$ cat config.mk
export PLATFORM = sky130hd
export DESIGN_NAME = rdhc_cnt_ram
export DESIGN_NICKNAME = d
export VERILOG_FILES = /design/src/sv/rdhc_pkg.sv /design/src/sv/rdhc_cnt_ram.sv
export SDC_FILE = /design/constraint.sdc
export NUM_CORES = 1
export LEC_CHECK = 0
export BUFFER_PORTS_ARGS = -buffer_cell sky130_fd_sc_hd__buf_2
export CELL_PAD_IN_SITES_DETAIL_PLACEMENT = 1
export CELL_PAD_IN_SITES_GLOBAL_PLACEMENT = 2
export CORE_MARGIN = 4
export CORE_UTILIZATION = 55
export DETAILED_ROUTE_END_ITERATION = 8
export GPL_ROUTABILITY_DRIVEN = 0
export PLACE_DENSITY_LB_ADDON = 0.1
export SYNTH_ARGS = -nofsm -noshare
export SYNTH_HDL_FRONTEND = slang
export SYNTH_SLANG_ARGS = --single-unit
$ cat constraint.sdc
create_clock -name clk -period 3.4 [get_ports clk]
set_clock_uncertainty 0.2 [all_clocks]
set_input_delay 0.68 -clock clk [delete_from_list [all_inputs] [get_ports clk]]
set_output_delay 0.68 -clock clk [all_outputs]
set_load 0.005 [all_outputs]
$ cat src/sv/rdhc_pkg.sv
`default_nettype none
package rdhc_pkg;

	localparam int NUM_REGS      = 32;
	localparam int HAZARD_WINDOW = 3;
	localparam int FIELD_W       = 5;
	localparam int REG_W         = $clog2(NUM_REGS);
	localparam int CNT_W         = 32;
	localparam int WIN_CNT_W     = $clog2(HAZARD_WINDOW + 1);

	typedef logic [FIELD_W-1:0] field_t;
	typedef logic [REG_W-1:0]   reg_idx_t;
	typedef logic [CNT_W-1:0]   cnt_t;
	typedef logic [WIN_CNT_W-1:0] win_cnt_t;

	localparam cnt_t CNT_MAX = '1;

	typedef struct packed {
		logic     en;
		reg_idx_t addr;
		cnt_t     data;
	} cnt_wr_t;

	typedef struct packed {
		logic     valid;
		reg_idx_t dest;
		reg_idx_t src_a;
		reg_idx_t src_b;
	} win_entry_t;

	function automatic reg_idx_t reg_of(field_t v);
		return REG_W'(v % NUM_REGS);
	endfunction

	function automatic cnt_t sat_inc(cnt_t x, logic inc);
		logic [CNT_W:0] s;
		s = {1'b0, x} + (CNT_W + 1)'(inc);
		return s[CNT_W] ? CNT_MAX : s[CNT_W-1:0];
	endfunction

	function automatic cnt_t sat_add3(cnt_t x, cnt_t y, cnt_t z);
		logic [CNT_W+1:0] s;
		s = {2'b00, x} + {2'b00, y} + {2'b00, z};
		return (s[CNT_W+1:CNT_W] != 2'b00) ? CNT_MAX : s[CNT_W-1:0];
	endfunction

endpackage
`default_nettype wire

$ cat src/sv/rdhc_cnt_ram.sv
`default_nettype none
module rdhc_cnt_ram (
	input  wire logic              clk,
	input  wire logic              arst_n,
	input  wire rdhc_pkg::cnt_wr_t wr,
	input  wire logic              rd_en,
	input  wire rdhc_pkg::reg_idx_t rd_addr,
	output rdhc_pkg::cnt_t         rd_data
);

	rdhc_pkg::cnt_t                 mem_q [rdhc_pkg::NUM_REGS];
	logic [rdhc_pkg::NUM_REGS-1:0]  vld_q;
	rdhc_pkg::cnt_t                 data_q;
	logic                           hit_q;

	always_ff @(posedge clk) begin
		if (wr.en) begin
			mem_q[wr.addr] <= wr.data;
		end
		if (rd_en) begin
			data_q <= mem_q[rd_addr];
		end
	end

	// entries never written read as zero
	always_ff @(posedge clk or negedge arst_n) begin
		if (!arst_n) begin
			vld_q <= '0;
			hit_q <= 1'b0;
		end else begin
			if (wr.en) begin
				vld_q[wr.addr] <= 1'b1;
			end
			if (rd_en) begin
				hit_q <= vld_q[rd_addr];
			end
		end
	end

	assign rd_data = hit_q ? data_q : '0;

endmodule
`default_nettype wire

==> results of run 1 <==
layout by cell type, fill, tap and decap left out, types with 16 or more instances in the layout:
master / count
edfxtp_1: 1056
mux4_2: 320
clkbuf_16: 113
buf_4: 85
buf_2: 73
buf_12: 36
and2_1: 33
mux2_2: 32
nor2_4: 32
or2_2: 32
dfrtp_1: 32
clkbuf_1: 26
clkinv_2: 25
clkinv_1: 17
mux2i_1: 16
worst paths after layout:
path,startpoint,end,depth (start not counted)
hold reg to reg,vld_q[26]$_DFFE_PN0P_,vld_q[26]$_DFFE_PN0P_,1
setup / recovery,hit_q$_DFFE_PN0P_,rd_data[23],3
min in group asynchronous,arst_n,vld_q[1]$_DFFE_PN0P_,2
hold / removal,vld_q[26]$_DFFE_PN0P_,vld_q[26]$_DFFE_PN0P_,1
setup reg to reg,mem_q[23][8]$_DFFE_PP_,data_q[8]$_DFFE_PP_,3
max in group asynchronous,arst_n,hit_q$_DFFE_PN0P_,2
per-stage QoR:
stage                     util, %  hold slack [ns]
after floorplan                 -            0.184
after global placement       59.3            0.251
after detailed placement     59.3            0.254
after CTS                    64.0            0.270
after global routing         64.0            0.279
final                        64.0            0.267
final cells by class:
cell class | count | area share [%]
Clock inverter | 56 | 0.999
Sequential cell | 1089 | 68.2
Multi-Input combinational cell | 501 | 18.3
Antenna cell | 3 | 0.0157
Timing Repair Buffer | 198 | 3.72
Tap cell | 969 | 2.54
Clock buffer | 143 | 6.25
kinds of logic after synthesis:
logic type | count (synthesis) | share of synthesized area (%)
compound gates | 10 | 0.166
buf+inv | 82 | 0.964
flops | 1089 | 78.6
mux | 368 | 18.7
simple gates | 123 | 1.64
routing by layer:
| layer | wire length, um | track usage, % |
|---|---|---|
| met1 | 41800 | 37.6 |
| met2 | 54300 | 46.1 |
| met3 | 6070 | 3.71 |
| met4 | 2810 | 7.85 |
| met5 | 27 | 0 |
registers in the layout, summed over array words and instances, names as in the netlist:
register and count:
mem_q 1024, data_q 32, vld_q 32, hit_q 1
power by group through the flow:
stage / clock network (W) / registers [W] / logic, W
floorplan: 0 / 0.0153 / 0.000902
global placement: 0 / 0.0154 / 0.00151
detailed placement: 0 / 0.0154 / 0.00156
CTS: 0.0118 / 0.0151 / 0.00157
global route: 0.0125 / 0.0151 / 0.00165
finish: 0.0116 / 0.0151 / 0.00155
worst reg2reg max path: cells and delay by family (launching register included):
family  cells  cell delay [ns]
flops       1             0.39
mux         3             1.31
==> metrics, run 1 <==
post-synthesis sequential area ratio=78.6%; status=complete, no violations; total gr overflow=0; H-tree depth=3; CP top delay family=flip-flops; Crit Path Category=flop to output port; CP arrival=about 2.0 ns; Ys Warns=0; cts hold-fix bufs=1; CTS tree=done; CTS Sinks=about 1100; r2r setup slk=roughly 1.2 ns; post-synth top area share=approximately three quarters; Hold WC Path Type=flop to flop; full die area=between 70000 and 80000 sq um; Pint=roughly 0.022 W; IO Pins=78; top_reg_cell synth=edfxtp_1; DRT iter0 DRCs=2300; final hold vios=0; Sw Share=roughly 21%; FF+latch count, synth=1089; largest net degree at the start of global routing=46; later-pin clock latency in the skew report=approximately 0.65 ns; final antenna-violating net count=0; Mapped Area=~41000 sq um; highest clock rate=~350 MHz; CTS root buf=clkbuf_16; CTS clock-pin slew for the worst setup and hold paths=about 0.060 ns; minimum clock period=2.84 ns; final setup vio count=0; area growth from synthesis to layout=15.2%; Post-CTS Setup Inserts=0; measured slew at the worst slew-check pin=between 0.7 and 0.8 ns; via count=19200; Post-Syn Instances=1672; maximum net fanout on the critical path=20; Vias/cell=~6.5; Slew HR=about half; fin area=approximately 48000 sq um; Setup crit end kind=output port; Cell Area, Placed=about 44000 sq um; setup ws final=0.564 ns; dpl ws=just over 0.3 ns; post-route insts no fill=2959; drt first pass iters=5; GR Util All Layers=a little over a quarter; CTS Buf Count=roughly 110; P_sw=approximately 0.0058 W; Synth cell types=27; Die Y=around 280 um; first-pass GRT wire length=between 100000 and 150000 um; Clock Path Buffers=3; setup TNS=0 ns; CP max-delay cell=dfrtp_2; VDD IR max=0.490 mV; largest area contributor in the synthesized netlist=edfxtp_1; RSZ-0062 raised after global routing=false; placed insts=2756; CTS resizes=0; power share of the sequential group=about 53%; Final HPWL DP=about 56000 um; clock power share=41.1%; area of the multi-input gates=8720 sq um; fin. max-slew vios=0; Comb power frac=about 5.5%; drt drc=0; drt wl/cell=approximately 36 um; Storage cell area=32500 sq um; slowest stage delay, CP=0.70 ns; Fillers=5750; PD cells=593 nW/um^2; syn avg cell area=about 25 sq um; antenna violations before repair=4; EDFF count, synth=~1100; I/O Buffers=between 70 and 80; row cnt=100; final net count=between 1500 and 2000; Power, Total=0.0283 W; share of cells above drive strength 1=between 30% and 40%; vias in the first global route=20600; number of max-cap violations=0; crit start category=flop; leakage power=15.3 nW; WP buf/inv=2; Worst EP required=between 2 and 3 ns; Post-synth top cells=1056 x edfxtp_1, 320 x mux4_2, 45 x clkbuf_1; Starting Density=between 50% and 60%; Die Wd=around 280 um; synth top area cells=edfxtp_1 77%, mux4_2 17%, dfrtp_1 2.0%; FFs w/ async S/R, synth=under 10%; most frequent cell after synthesis=edfxtp_1; drt total wl=approximately 110000 um; syn_nets=1718; core area=74600 sq um; worst-path cell chain=buf_12 -> and2_1 -> buf_2; period utilization=83.4%
Note: power is estimated with default switching activity, not from simulation.
==> run 2: changes to the inputs <==
--- a/config.mk
+++ b/config.mk
@@ -9,7 +9,7 @@
 export CELL_PAD_IN_SITES_DETAIL_PLACEMENT = 1
 export CELL_PAD_IN_SITES_GLOBAL_PLACEMENT = 2
 export CORE_MARGIN = 4
-export CORE_UTILIZATION = 55
+export CORE_UTILIZATION = 51
 export DETAILED_ROUTE_END_ITERATION = 8
 export GPL_ROUTABILITY_DRIVEN = 0
 export PLACE_DENSITY_LB_ADDON = 0.1
==> constraint.sdc (replaced) <==
create_clock -name clk -period 2.73 [get_ports clk]
set_clock_uncertainty 0.2 [all_clocks]
set_input_delay 0.546 -clock clk [delete_from_list [all_inputs] [get_ports clk]]
set_output_delay 0.546 -clock clk [all_outputs]
set_load 0.005 [all_outputs]
==> run 2 against run 1 <==
  * Worst hold slack got worse by 0.093 ns
  * Via count rose by 0.77%
  * Total power rose by 29%
  * Sequential share of layout area fell by 1.6 points
  * Highest routed layer unchanged
  * Register-to-register slack got worse by 0.65 ns
  * Flip-flop and latch count did not move
  * Die area rose by 7.6%
==> metrics, run 2 (same netlist as run 1, synthesis figures left out) <==
fin. max-slew vios=0 (unchanged); measured slew at the worst slew-check pin=0.810 ns (was 0.758 ns); GR Util All Layers=25.8% (was 27.1%); post-route insts no fill=3068 (was 2959); period utilization=between 90% and 100%; DRT iter0 DRCs=2346 (was 2300); final antenna-violating net count=0 (unchanged); largest net degree at the start of global routing=35 (was 46); later-pin clock latency in the skew report=0.66 ns (was 0.65 ns); Vias/cell=6.29 (was 6.48); Clock Path Buffers=3 (unchanged); Starting Density=51.4% (was 55.5%); highest clock rate=376 MHz; Hold WC Path Type=input port to flop (was flop to flop); status=complete, no violations (unchanged); drt wl/cell=35.2 um (was 35.5 um); Die Y=293 um (was 282 um); IO Pins=78 (unchanged); row cnt=104 (was 100); final net count=1965 (was 1942); minimum clock period=roughly 2.7 ns; Slew HR=46.0% (was 49.5%); H-tree depth=3 (unchanged); drt drc=0 (unchanged); number of max-cap violations=0 (unchanged); Fillers=6354 (was 5750); Top reg by flops=mem_q (unchanged); CP max-delay cell=dfrtp_2 (unchanged); r2r setup slk=0.59 ns (was 1.24 ns); dpl ws=-0.158 ns (was 0.308 ns); setup ws final=0.0707 ns (was 0.564 ns); RSZ-0062 raised after global routing=false (unchanged); leakage power=15.6 nW (was 15.3 nW); Storage cell area=32500 sq um (unchanged); core area=80500 sq um (was 74600 sq um); Setup crit end kind=output port (unchanged); via count=19300 (was 19200); Crit Path Category=flop to output port (unchanged); worst-path cell chain=buf_12 -> and2_1 -> buf_2 (unchanged); CTS root buf=clkbuf_16 (unchanged); Final HPWL DP=59100 um (was 56200 um); Die Wd=293 um (was 282 um); final setup vio count=0 (unchanged); CTS Sinks=1089 (unchanged); CTS tree=done (unchanged); full die area=85800 sq um (was 79700 sq um); commonest non-fill, non-tap cell in the layout=edfxtp_1 (unchanged); slowest stage delay, CP=0.62 ns (was 0.70 ns); share of cells above drive strength 1=39.6% (was 38.9%); crit start category=flop (unchanged); final hold vios=0 (unchanged); area growth from synthesis to layout=17.9% (was 15.2%); drt first pass iters=7 (was 5); vias in the first global route=20800 (was 20600); area of the multi-input gates=8720 sq um (unchanged); first-pass GRT wire length=155000 um (was 150000 um); drt total wl=108000 um (was 105000 um); total gr overflow=0 (unchanged); CP arrival=1.91 ns (was 1.96 ns); maximum net fanout on the critical path=18 (was 20); PD cells=747 nW/um^2 (was 593 nW/um^2); biggest regs=mem_q (1024), data_q (32), vld_q (32) (unchanged); max reg flops=1024 (unchanged); placed insts=2865 (was 2756); I/O Buffers=77 (unchanged); CTS clock-pin slew for the worst setup and hold paths=0.06 ns (about the same); Worst EP required=1.98 ns (was 2.52 ns); VDD IR max=0.606 mV (was 0.490 mV); antenna violations before repair=7 (was 4); CTS Buf Count=111 (was 106); commonest non-fill, non-tap cells in the layout=1056 x edfxtp_1, 320 x mux4_2, 113 x clkbuf_16, 83 x buf_12, 73 x buf_2 (was 1056 x edfxtp_1, 320 x mux4_2, 113 x clkbuf_16, 85 x buf_4, 73 x buf_2)
run 2: critical path: cells and delay by family, from the launching register on:
| kind | cells | cell delay [ns] |
|---|---|---|
| flops | 1 | 0.62 |
| buf+inv | 2 | 0.38 |
| simple gates | 1 | 0.22 |
run 2: cell type report:
type | count | share of cell area [%]
Sequential cell | 1089 | 66.6
Multi-Input combinational cell | 501 | 17.9
Clock buffer | 131 | 5.93
Timing Repair Buffer | 216 | 5.12
Tap cell | 1060 | 2.72
Clock inverter | 70 | 1.74
Antenna cell | 1 | 0.00513
run 2: path summary, 6_finish.rpt:
check                                     endpoint  cells past startpoint                   start
setup / recovery                       rd_data[18]                      3       hit_q$_DFFE_PN0P_
max in group asynchronous        hit_q$_DFFE_PN0P_                      2                  arst_n
hold reg to reg              vld_q[24]$_DFFE_PN0P_                      1   vld_q[24]$_DFFE_PN0P_
min in group asynchronous    vld_q[20]$_DFFE_PN0P_                      2                  arst_n
setup reg to reg               data_q[7]$_DFFE_PP_                      3  mem_q[23][7]$_DFFE_PP_
hold / removal             mem_q[31][19]$_DFFE_PP_                      1                  wr[19]
run 2: per-stage QoR:
| stage | area, sq um | power (W) | setup TNS, ns | hold slack (ns) | utilization [%] |
|---|---|---|---|---|---|
| floorplan | 41500 | 0.0202 | -244.98 | 0.0504 | - |
| global placement | 45100 | 0.0211 | -2.93 | 0.251 | 56.0 |
| detailed placement | 45100 | 0.0212 | -3.41 | 0.255 | 56.0 |
| CTS | 48800 | 0.0368 | 0 | 0.144 | 60.6 |
| global route | 48800 | 0.0377 | 0 | 0.185 | 60.6 |
| finish | 48800 | 0.0365 | 0 | 0.174 | 60.6 |
run 2: layer usage:
metal,global-route usage (%),vias up,share of wire (%)
met5,0,-,0.021
met4,6.02,4,1.9
met3,4.04,147,6.9
met2,41.8,763,50
met1,37.8,10700,41
li1,-,7681,-
run 2: where the power goes:
part / internal (W) / leakage [nW] / switching, W
logic: 0.000972 / 3.90 / 0.00105
clock network: 0.00941 / 1.82 / 0.00622
registers: 0.0187 / 9.91 / 0.000136
total: 0.0291 / 15.6 / 0.00741
run 2: timing repair:
item                                   in CTS  in global routing
resized for setup                           0                  0
buffers inserted                            0                  0
endpoints found under the hold margin      33                  0
hold buffers                                1                  0
==> run 3: changes to the inputs <==
--- a/config.mk
+++ b/config.mk
@@ -12,7 +12,7 @@
 export CORE_UTILIZATION = 51
 export DETAILED_ROUTE_END_ITERATION = 8
 export GPL_ROUTABILITY_DRIVEN = 0
-export PLACE_DENSITY_LB_ADDON = 0.1
+export PLACE_DENSITY_LB_ADDON = 0.15
 export SYNTH_ARGS = -nofsm -noshare
 export SYNTH_HDL_FRONTEND = slang
 export SYNTH_SLANG_ARGS = --single-unit
==> run 3 against run 2 <==
  * Final area up 0.16%
  * Clock power is 3% lower
  * Cell count rose by 1.1%
  * Register-to-register slack got worse by 0.02 ns
  * Critical path depth rose by 1
  * Global-route usage fell by 0.59 points
  * First-iteration DRC count down 2.3%
==> metrics, run 3 (same netlist as run 1, synthesis figures left out) <==
status=complete, no violations (unchanged); Final HPWL DP=59700 um (was 59100 um); drt wl/cell=34.2 um (was 35.2 um); Storage cell area=32500 sq um (about the same); Top reg by flops=mem_q (unchanged); Starting Density=51.4% (unchanged); Crit Path Category=flop to output port (unchanged); Pint=0.0286 W (was 0.0291 W); maximum net fanout on the critical path=7 (was 18); CTS root buf=clkbuf_16 (unchanged); I/O Buffers=77 (unchanged); Setup crit end kind=output port (unchanged); final hold vios=0 (unchanged); core area=80500 sq um (unchanged); final net count=1988 (was 1965); Clock Path Buffers=3 (unchanged); power share of the sequential group=52.1% (was 51.6%); post-route insts no fill=3102 (was 3068); worst-path cell chain=buf_12 -> buf_4 -> and2_1 -> buf_2 (was buf_12 -> and2_1 -> buf_2); placed insts=2885 (was 2865); Die Wd=293 um (unchanged); area of the multi-input gates=8720 sq um (unchanged); H-tree depth=3 (unchanged); IO Pins=78 (unchanged); CTS tree=done (unchanged); PD cells=738 nW/um^2 (was 747 nW/um^2); Vias/cell=6.26 (was 6.29); DRT iter0 DRCs=2291 (was 2346); number of max-cap violations=0 (unchanged); Comb power frac=5.7% (was 5.5%); fin. max-slew vios=0 (unchanged); Slew HR=49.6% (was 46.0%); slowest stage delay, CP=0.51 ns (was 0.62 ns); crit start category=flop (unchanged); CP arrival=1.79 ns (was 1.91 ns); full die area=85800 sq um (unchanged); CTS clock-pin slew for the worst setup and hold paths=0.06 ns (about the same); vias in the first global route=20700 (was 20800); period utilization=92.9% (was 97.4%); GR Util All Layers=25.2% (was 25.8%); P_sw=0.00751 W (was 0.00741 W); later-pin clock latency in the skew report=0.67 ns (was 0.66 ns); drt drc=0 (unchanged); biggest regs=mem_q (1024), data_q (32), vld_q (32) (unchanged); minimum clock period=2.54 ns (was 2.66 ns); final antenna-violating net count=0 (unchanged); Sw Share=20.8% (was 20.3%); CTS Buf Count=111 (unchanged); first-pass GRT wire length=152000 um (was 155000 um); row cnt=104 (unchanged); largest net degree at the start of global routing=36 (was 35); leakage power=15.7 nW (was 15.6 nW); CTS Sinks=1089 (unchanged); share of cells above drive strength 1=40.6% (was 39.6%); Die Y=293 um (unchanged); Fillers=6361 (was 6354); Worst Hold Slack=0.155 ns (was 0.174 ns); drt first pass iters=5 (was 7); hold path startpoint=wr[16] (was wr[19]); via count=19400 (was 19300); Reg2Reg Launch Point=mem_q[10][26]$_DFFE_PP_ (was mem_q[23][7]$_DFFE_PP_); CP max-delay cell=dfrtp_4 (was dfrtp_2); drt total wl=106000 um (was 108000 um); clock power share=42.2% (was 42.8%); highest clock rate=394 MHz (was 376 MHz); Hold WC Path Type=input port to flop (unchanged); Worst EP required=1.98 ns (about the same); RSZ-0062 raised after global routing=false (unchanged); measured slew at the worst slew-check pin=0.755 ns (was 0.810 ns); area growth from synthesis to layout=18.1% (was 17.9%); commonest non-fill, non-tap cells in the layout=1056 x edfxtp_1, 320 x mux4_2, 111 x clkbuf_16, 83 x buf_4, 79 x buf_12 (was 1056 x edfxtp_1, 320 x mux4_2, 113 x clkbuf_16, 83 x buf_12, 73 x buf_2); commonest non-fill, non-tap cell in the layout=edfxtp_1 (unchanged); max reg flops=1024 (unchanged); antenna violations before repair=10 (was 7); VDD IR max=0.643 mV (was 0.606 mV); total gr overflow=0 (unchanged); CP startpoint=hit_q$_DFFE_PN0P_ (unchanged); final setup vio count=0 (unchanged)
## run 3: worst paths after layout
path / endpoint / slack [ns] / cells after the start
max: rd_data[16] / 0.19 / 4
min: mem_q[22][16]$_DFFE_PP_ / 0.15 / 1
max reg2reg: data_q[26]$_DFFE_PP_ / 0.57 / 3
min reg2reg: vld_q[28]$_DFFE_PN0P_ / 0.27 / 1
max in group asynchronous: hit_q$_DFFE_PN0P_ / 1.34 / 2
min in group asynchronous: vld_q[16]$_DFFE_PN0P_ / 0.42 / 2
## run 3: per-layer routing
metal | track usage [%] | vias up | wire length (um)
met5 | 0 | - | 42
li1 | - | 7768 | -
met2 | 40.8 | 792 | 52900
met3 | 4.69 | 149 | 7020
met4 | 6.57 | 8 | 2270
met1 | 36.2 | 10700 | 43900
## run 3: what timing repair did
action	4_1_cts	5_1_grt
resized for setup	1	0
hold buffers	1	0
setup endpoints to repair	19	1
setup buffers	0	3
hold endpoints to repair	33	0
## run 3: final cells by class
cell class / count / share of cell area [%]
sequential: 1089 / 66.5
timing repair buffer: 239 / 5.36
antenna: 5 / 0.0256
multi-input combinational: 501 / 17.8
clock buffer: 127 / 5.80
clock inverter: 81 / 1.74
tap: 1060 / 2.71
## run 3: power groups by stage
| stage | Clock (W) | Sequential [W] | Combinational (W) |
|---|---|---|---|
| 3_3_place_gp | 0 | 0.0192 | 0.00197 |
| 3_5_place_dp | 0 | 0.0192 | 0.00203 |
| 6_report | 0.0152 | 0.0188 | 0.00205 |
| 2_1_floorplan | 0 | 0.0191 | 0.00113 |
| 4_1_cts | 0.0155 | 0.0188 | 0.00204 |
| 5_1_grt | 0.0164 | 0.0188 | 0.00219 |
## run 3: critical path, delay by kind of cell, from the launching register on
family | cells | cell delay, ns
flip-flops | 1 | 0.51
buffers and inverters | 3 | 0.44
AND/OR/NAND/NOR | 1 | 0.14
## run 3: metrics by stage
stage,cell area (sq um),utilization (%),worst slack (ns),setup TNS [ns],power (W)
global placement,45200,56.1,-0.178,-3.57,0.0211
detailed placement,45200,56.1,-0.184,-4.14,0.0212
floorplan,41500,-,-0.469,-244.98,0.0202
CTS,48900,60.7,0.0311,0,0.0364
finish,48900,60.7,0.194,0,0.0361
global route,48900,60.7,0.152,0,0.0374
